### config.mk
export PLATFORM = sky130hd
export DESIGN_NAME = unsorted_table_insert_search_delete
export DESIGN_NICKNAME = d
export VERILOG_FILES = /design/src/hdl/utisd_pkg.sv /design/src/hdl/unsorted_table_insert_search_delete.sv /design/src/hdl/utisd_store.sv
export SDC_FILE = /design/constraint.sdc
export NUM_CORES = 2
export LEC_CHECK = 0
export BUFFER_PORTS_ARGS = -buffer_cell sky130_fd_sc_hd__buf_2
export CORE_UTILIZATION = 60
export DETAILED_ROUTE_END_ITERATION = 10
export PLACE_DENSITY = 0.76
export SLEW_MARGIN = 40
export SYNTH_ARGS = -nofsm -noshare
export SYNTH_HDL_FRONTEND = slang
export SYNTH_SLANG_ARGS = --single-unit
### constraint.sdc
create_clock -name i_clk -period 5.58 [get_ports i_clk]
set_clock_uncertainty 0.1 [all_clocks]
set_input_delay 0.279 -clock i_clk [delete_from_list [all_inputs] [get_ports i_clk]]
set_output_delay 0.279 -clock i_clk [all_outputs]
set_load 0.01 [all_outputs]
### src/hdl/utisd_pkg.sv
// utisd_pkg: shared sizes, operation codes and word types for the unsorted table.
// Depends on nothing; used by utisd_store and unsorted_table_insert_search_delete.
`default_nettype none
package utisd_pkg;

    localparam int DEPTH         = 64;
    localparam int KEY_WIDTH     = 16;
    localparam int PAYLOAD_WIDTH = 32;
    localparam int KIND_WIDTH    = 3;
    localparam int AW            = $clog2(DEPTH);
    localparam int CW            = $clog2(DEPTH + 1);

    // operation codes; 6 and 7 are unused and do nothing
    localparam logic [KIND_WIDTH-1:0] KIND_INSERT   = 3'd0;
    localparam logic [KIND_WIDTH-1:0] KIND_RETRIEVE = 3'd1;
    localparam logic [KIND_WIDTH-1:0] KIND_DEL_ONE  = 3'd2;
    localparam logic [KIND_WIDTH-1:0] KIND_DEL_ALL  = 3'd3;
    localparam logic [KIND_WIDTH-1:0] KIND_RESET    = 3'd4;
    localparam logic [KIND_WIDTH-1:0] KIND_NEXT     = 3'd5;

    localparam logic [CW-1:0] COUNT_FULL = CW'(DEPTH);

    typedef struct packed {
        logic [KIND_WIDTH-1:0]    kind;
        logic [KEY_WIDTH-1:0]     key;
        logic [PAYLOAD_WIDTH-1:0] payload;
    } t_cmd;

    typedef struct packed {
        logic                     found;
        logic [KEY_WIDTH-1:0]     key_out;
        logic [PAYLOAD_WIDTH-1:0] payload_out;
        logic [CW-1:0]            count;
        logic                     full_res;
        logic                     error;
    } t_res;

    typedef struct packed {
        logic [KEY_WIDTH-1:0]     key;
        logic [PAYLOAD_WIDTH-1:0] payload;
    } t_entry;

    typedef struct packed {
        logic          en;
        logic [AW-1:0] addr;
        t_entry        ent;
    } t_wr_req;

endpackage
`default_nettype wire

### src/hdl/unsorted_table_insert_search_delete.sv
// Unsorted key/value table: insert, retrieve, delete first/all, cursor reset and read.
// Insert, cursor reset, unused kinds finish from idle (busy stays low); retrieve and
// deletes scan, a delete moving the last entry to the freed slot (delete all rescans from
// it). The scan reads one entry per cycle until a match, via the single memory read port.
// Throughput: one word at a time, the next taken once busy is low; o_done strobes 1 cycle.
// The receiver cannot stall. Synchronous active-low reset empties table, zeroes cursor.
`default_nettype none
module unsorted_table_insert_search_delete (
    input  wire logic              i_clk,
    input  wire logic              i_rst_n,
    input  wire logic              start,
    input  wire utisd_pkg::t_cmd   i_cmd,
    output logic                   busy,
    output logic                   o_done,
    output utisd_pkg::t_res        o_res
);

    typedef enum logic [2:0] {
        S_IDLE,
        S_SCAN,     // stream entries through the compare, one read per cycle until a match
        S_LAST_RD,  // fetch the last entry to fill a freed slot
        S_LAST_WR,  // write it back into the slot, shrink the count
        S_GET       // cursor read data arriving
    } t_state;

    t_state                              r_state, n_state;
    logic [utisd_pkg::CW-1:0]            r_count, n_count;
    logic [utisd_pkg::CW-1:0]            r_cursor, n_cursor;
    logic [utisd_pkg::CW-1:0]            r_idx, n_idx;      // next entry to read in a scan
    logic [utisd_pkg::AW-1:0]            r_cidx, n_cidx;    // entry whose data is on the read port
    logic                                r_pend, n_pend;    // read data valid for compare
    logic [utisd_pkg::AW-1:0]            r_slot, n_slot;    // slot being refilled
    logic                                r_found, n_found;
    logic [utisd_pkg::KIND_WIDTH-1:0]    r_kind, n_kind;
    logic [utisd_pkg::KEY_WIDTH-1:0]     r_key, n_key;
    logic                                r_done, n_done;
    utisd_pkg::t_res                     r_res, n_res;

    utisd_pkg::t_wr_req                  wr;
    logic                                rd_en;
    logic [utisd_pkg::AW-1:0]            rd_addr;
    utisd_pkg::t_entry                   rd_ent;
    logic [utisd_pkg::CW-1:0]            last;
    logic                                match;

    utisd_store u_store (
        .i_clk     (i_clk),
        .i_wr      (wr),
        .i_rd_en   (rd_en),
        .i_rd_addr (rd_addr),
        .o_rd_ent  (rd_ent)
    );

    assign last  = r_count - utisd_pkg::CW'(1);
    assign match = r_pend && (rd_ent.key == r_key);

    always_comb begin
        n_state  = r_state;
        n_count  = r_count;
        n_cursor = r_cursor;
        n_idx    = r_idx;
        n_cidx   = r_cidx;
        n_pend   = r_pend;
        n_slot   = r_slot;
        n_found  = r_found;
        n_kind   = r_kind;
        n_key    = r_key;
        n_done   = 1'b0;
        n_res    = r_res;
        rd_en    = 1'b0;
        rd_addr  = r_idx[utisd_pkg::AW-1:0];
        wr.en    = 1'b0;
        wr.addr  = r_count[utisd_pkg::AW-1:0];
        wr.ent   = rd_ent;

        case (r_state)
            S_IDLE: begin
                if (start) begin
                    n_kind            = i_cmd.kind;
                    n_key             = i_cmd.key;
                    n_res.found       = 1'b0;
                    n_res.key_out     = i_cmd.key;
                    n_res.payload_out = '0;
                    n_res.error       = 1'b0;
                    case (i_cmd.kind)
                        utisd_pkg::KIND_INSERT: begin
                            n_done = 1'b1;
                            if (r_count >= utisd_pkg::COUNT_FULL) begin
                                n_res.error = 1'b1;
                            end else begin
                                wr.en       = 1'b1;
                                wr.ent.key     = i_cmd.key;
                                wr.ent.payload = i_cmd.payload;
                                n_count     = r_count + utisd_pkg::CW'(1);
                            end
                        end
                        utisd_pkg::KIND_RETRIEVE,
                        utisd_pkg::KIND_DEL_ONE,
                        utisd_pkg::KIND_DEL_ALL: begin
                            n_state = S_SCAN;
                            n_idx   = '0;
                            n_pend  = 1'b0;
                            n_found = 1'b0;
                        end
                        utisd_pkg::KIND_RESET: begin
                            n_cursor = '0;
                            n_done   = 1'b1;
                        end
                        utisd_pkg::KIND_NEXT: begin
                            if (r_cursor < r_count) begin
                                rd_en   = 1'b1;
                                rd_addr = r_cursor[utisd_pkg::AW-1:0];
                                n_state = S_GET;
                            end else begin
                                n_res.error = 1'b1;
                                n_done      = 1'b1;
                            end
                        end
                        default: begin
                            n_done = 1'b1;
                        end
                    endcase
                end
            end
            S_GET: begin
                n_res.key_out     = rd_ent.key;
                n_res.payload_out = rd_ent.payload;
                n_cursor          = r_cursor + utisd_pkg::CW'(1);
                n_done            = 1'b1;
                n_state           = S_IDLE;
            end
            S_SCAN: begin
                if (match) begin
                    n_pend = 1'b0;
                    if (r_kind == utisd_pkg::KIND_RETRIEVE) begin
                        n_res.found       = 1'b1;
                        n_res.key_out     = rd_ent.key;
                        n_res.payload_out = rd_ent.payload;
                        n_done            = 1'b1;
                        n_state           = S_IDLE;
                    end else begin
                        n_found = 1'b1;
                        n_slot  = r_cidx;
                        n_state = S_LAST_RD;
                    end
                end else if (r_idx < r_count) begin
                    rd_en   = 1'b1;
                    n_pend  = 1'b1;
                    n_cidx  = r_idx[utisd_pkg::AW-1:0];
                    n_idx   = r_idx + utisd_pkg::CW'(1);
                end else begin
                    // scan ran off the end
                    n_pend      = 1'b0;
                    n_res.found = r_found;
                    n_done      = 1'b1;
                    n_state     = S_IDLE;
                end
            end
            S_LAST_RD: begin
                rd_en   = 1'b1;
                rd_addr = last[utisd_pkg::AW-1:0];
                n_state = S_LAST_WR;
            end
            S_LAST_WR: begin
                wr.en   = 1'b1;
                wr.addr = r_slot;
                wr.ent  = rd_ent;
                n_count = last;
                if (r_kind == utisd_pkg::KIND_DEL_ALL) begin
                    // recheck the refilled slot
                    n_idx   = utisd_pkg::CW'(r_slot);
                    n_pend  = 1'b0;
                    n_state = S_SCAN;
                end else begin
                    n_res.found = 1'b1;
                    n_done      = 1'b1;
                    n_state     = S_IDLE;
                end
            end
            default: begin
                n_state = S_IDLE;
            end
        endcase

        n_res.count    = n_count;
        n_res.full_res = (n_count == utisd_pkg::COUNT_FULL);
    end

    always_ff @(posedge i_clk) begin
        if (!i_rst_n) begin
            r_state  <= S_IDLE;
            r_count  <= '0;
            r_cursor <= '0;
            r_pend   <= 1'b0;
            r_found  <= 1'b0;
            r_done   <= 1'b0;
        end else begin
            r_state  <= n_state;
            r_count  <= n_count;
            r_cursor <= n_cursor;
            r_pend   <= n_pend;
            r_found  <= n_found;
            r_done   <= n_done;
        end
        r_idx  <= n_idx;
        r_cidx <= n_cidx;
        r_slot <= n_slot;
        r_kind <= n_kind;
        r_key  <= n_key;
        r_res  <= n_res;
    end

    assign busy   = (r_state != S_IDLE);
    assign o_done = r_done;
    assign o_res  = r_res;

`ifndef SYNTHESIS
    a_count_range: assert property (@(posedge i_clk) disable iff (!i_rst_n)
        r_count <= utisd_pkg::COUNT_FULL)
        else $error("entry count above capacity");

    a_done_count: assert property (@(posedge i_clk) disable iff (!i_rst_n)
        o_done |-> (o_res.count == r_count))
        else $error("reported count differs from table count");

    a_busy_ends_done: assert property (@(posedge i_clk) disable iff (!i_rst_n)
        $fell(busy) |-> o_done)
        else $error("operation ended without a result word");

    a_found_no_err: assert property (@(posedge i_clk) disable iff (!i_rst_n)
        (o_done && o_res.found) |-> !o_res.error)
        else $error("found and error both set");

    a_write_shrink: assert property (@(posedge i_clk) disable iff (!i_rst_n)
        (r_state == S_LAST_WR) |=> (r_count == $past(r_count) - utisd_pkg::CW'(1)))
        else $error("refill did not shrink the table");
`endif

endmodule
`default_nettype wire

### src/hdl/utisd_store.sv
// utisd_store: entry memory of the table, one write and one registered read per cycle.
// Depends on utisd_pkg for entry and write request types.
`default_nettype none
module utisd_store (
    input  wire logic                  i_clk,
    input  wire utisd_pkg::t_wr_req    i_wr,
    input  wire logic                  i_rd_en,
    input  wire logic [utisd_pkg::AW-1:0] i_rd_addr,
    output utisd_pkg::t_entry          o_rd_ent
);

    utisd_pkg::t_entry r_mem [utisd_pkg::DEPTH];
    utisd_pkg::t_entry r_rd;

    always_ff @(posedge i_clk) begin
        if (i_wr.en) begin
            r_mem[i_wr.addr] <= i_wr.ent;
        end
        if (i_rd_en) begin
            r_rd <= r_mem[i_rd_addr];
        end
    end

    assign o_rd_ent = r_rd;

endmodule
`default_nettype wire
==> out/qor.txt <==
Iteration-0 DRC Markers: 13200
CP peak stage delay: 0.45 ns
hold_sp: i_cmd[34]
Async S/R FF share, synth: 0%
GRT Resource Usage Total: 35.7%
Port-buffer cells: 113
TritonRoute pass-1 iters: 8
area of the mapped netlist: 125000 sq um
M2 GR Usage: 53.4%
WP data arrival: 5.64 ns
std cell rows: 167
filler cell count: 12000
CTS sink count: 3236
maximum root-to-sink buffer count: 4
sw frac: 23.3%
Internal Pwr Total: 41.3 mW
r2r setup slk: 0.52 ns
GR met1 Demand/Resource: 47.1%
Num CTS Buffers: 319
largest net degree at the start of global routing: 129
worst r2r src: r_count[5]
TritonCTS clock tree: built
met3 Track Usage GR: 10.7%
Leakage: 45.6 nW
nets: 6529
Setup Fix Bufs, Post-CTS: 0
Synth Instances: 6023
gpl congestion: 0.919
Final Hold Viols: 0
total gr overflow: 0
register area share after synthesis: 77.5%
CP Capture Type: flop
commonest non-fill, non-tap cells in the layout: edfxtp_1, mux4_2, clkbuf_16
Vias: 69400
Slew Limit Headroom: 37.1%
GRT busiest layer: met2
hpwl dp: 196000 um
chip height: 459 um
CP Buf/Inv Count: 4
Fin Hold WS: 0.0507 ns
EDFF count, synth: 3208
Final Max Slew Viols: 0
CP max-delay cell: dfxtp_1
worst slew pin tran: 0.943 ns
Top-Level Pins: 114
DRC: 0
Sw Pwr: 12.6 mW
FF-to-FF path depth: 14
Die ar.: 210000 sq um
vias in the first global route: 67700
Setup Crit Path Kind: flop to flop
Worst R2R End: u_store.o_rd_ent[18]
CP Cell Sequence: inv_1 -> ha_1 -> nand2_1 -> nor2_1 -> a211oi_2 -> a211oi_4 -> buf_12 -> buf_12 -> buf_16 -> mux4_2 -> a22oi_1 -> nand2_1 -> o21ai_0 -> nor3_1
Yosys cell types: 87
pwr dens: 380 nW/um^2
first-pass GRT wire length: 516000 um
crit path time final: 5.06 ns
mux share of post-synthesis cell area: 14.0%
Worst setup endpoint: u_store.o_rd_ent[18]
Routed Antenna Nets: 0
Flop pwr share: 50.4%
Synth Area in Compound Gates: 3.95%
WL final: 376000 um
main combinational cell family by area after synthesis: multiplexers
logic gate share of total power: 10.7%
RSZ-0062 raised after global routing: no
outcome: complete, no violations
CP Launch Type: flop
#FFs+latches synth: 3236
placed cell area: 132000 sq um
maximum vdd drop: 0.226 mV
Hold-fix buffers, CTS: 31
most common cell after layout, fill and taps aside: edfxtp_1
CP delay by family, top: compound AO/OA/AOI/OAI gates
cells resized by post-CTS repair: 0
Finished Cell Area: 142000 sq um
Max Fclk: 198 MHz
Final TNS setup: 0 ns
initial antenna violation count: 8
post-synthesis adder-cell area fraction: 0.170%
mean post-synth cell area: 20.8 sq um
required time of the critical path: 6.16 ns
worst skew pair latency: 0.96 ns
Avg WL per Cell: 39.6 um
worst setup path start: r_count[5]
post-route clock period utilization: 90.7%
Net Count, Synth: 6094
share of cells above drive strength 1: 24.7%
Via density: 7.32
Post-Synth XOR/XNOR Area: 0.245%
critical path peak fanout: 89
H-Tree Depth: 5
clock power share: 38.9%
post-synthesis simple-gate area fraction: 2.60%
Die Width: 459 um
core area: 207000 sq um
CTS root buf: clkbuf_16
Max Cap Viol: 0
Yosys warnings: 0
Reg clk slew, reported paths: 0.06 ns
final setup fails: 0
P&R area growth vs syn: 13.4%
Levels on crit path: 14
Initial Util: 60.4%
Synth Flop Type: edfxtp_1
Hold Path Class: primary input to flop
[flip-flops by register name, indices dropped and copies added, names as in the netlist]
name and count:
r_key 16, r_kind 3, r_slot 6, r_found 1, r_idx 7, u_store.r_mem 3072, r_cidx 6, o_res 58
r_count 7, o_done 1, r_state 3, u_store.o_rd_ent 48, r_cursor 7, r_pend 1
[cells by family (layout without fill, tap and decap cells)]
family	Yosys count	after routing
flops	3236	3236
other cells	0	7
xor+xnor	35	35
buf+inv	345	1009
mux	967	967
simple gates	709	709
fa+ha+maj	17	17
compound gates	714	714
[worst min path at each step]
stage                            end  slack, ns  cells after the start
5_1_grt        u_store.r_mem[46][30]       0.06                      2
2_1_floorplan             r_state[2]       0.26                      1
3_3_place_gp               r_slot[4]       0.30                      0
3_5_place_dp               r_slot[0]       0.31                      0
4_1_cts                     r_key[2]      0.005                      2
6_report                    r_key[2]       0.05                      2
[stage by stage]
stage	utilization [%]	total power, mW	cells	worst slack [ns]
4_1_cts	68.5	53.8	9470	0.750
6_report	68.5	53.9	9482	0.522
5_1_grt	68.5	55.0	9475	0.459
3_3_place_gp	63.4	33.1	8887	0.816
2_1_floorplan	-	31.3	6023	0.481
3_5_place_dp	63.5	33.2	8889	0.794
[cell type report]
| type | count | area [sq um] | area share, % |
|---|---|---|---|
| Sequential cell | 3236 | 96900 | 68.3 |
| Timing Repair Buffer | 439 | 4320 | 3.04 |
| Antenna cell | 7 | 17.5 | 0.0123 |
| Clock buffer | 391 | 8520 | 6.01 |
| Clock inverter | 159 | 1460 | 1.03 |
| Tap cell | 2788 | 3490 | 2.46 |
| Multi-Input combinational cell | 2442 | 27100 | 19.1 |
| Inverter | 20 | 75.1 | 0.0529 |
[power groups by stage]
stage / logic (mW) / clock network, mW / registers, mW
after floorplan: 3.71 / 0 / 27.6
after global placement: 5.38 / 0 / 27.7
after detailed placement: 5.51 / 0 / 27.7
after CTS: 5.62 / 21.0 / 27.1
after global routing: 5.94 / 21.9 / 27.1
final: 5.75 / 21.0 / 27.2
[synth_stat cells, drive strengths merged (16+ instances only)]
library cell	number	area share, %
a31oi	28	0.14
a21oi	148	0.60
edfxtp	3208	77
inv	19	0.057
nor3	45	0.18
o22ai	105	0.53
ha	17	0.17
xnor2	24	0.17
and2	49	0.25
dfxtp	28	0.45
o21ai	82	0.33
buf	195	1.1
mux4	622	11
a22oi	79	0.47
nand4	16	0.080
o221ai	82	0.57
a211oi	38	0.24
nand2	300	0.90
mux2i	263	2.1
nand3	101	0.40
o211ai	28	0.18
mux2	82	0.74
nor2	134	0.40
clkbuf	130	0.39
[layer usage]
metal  part of all wire, %  vias to the layer above
met5                0.0056                        -
met4                   6.9                        4
met3                    15                     1358
met2                    45                     6748
met1                    33                    35300
li1                      -                    26000
Power figures use the tool's default switching activity.
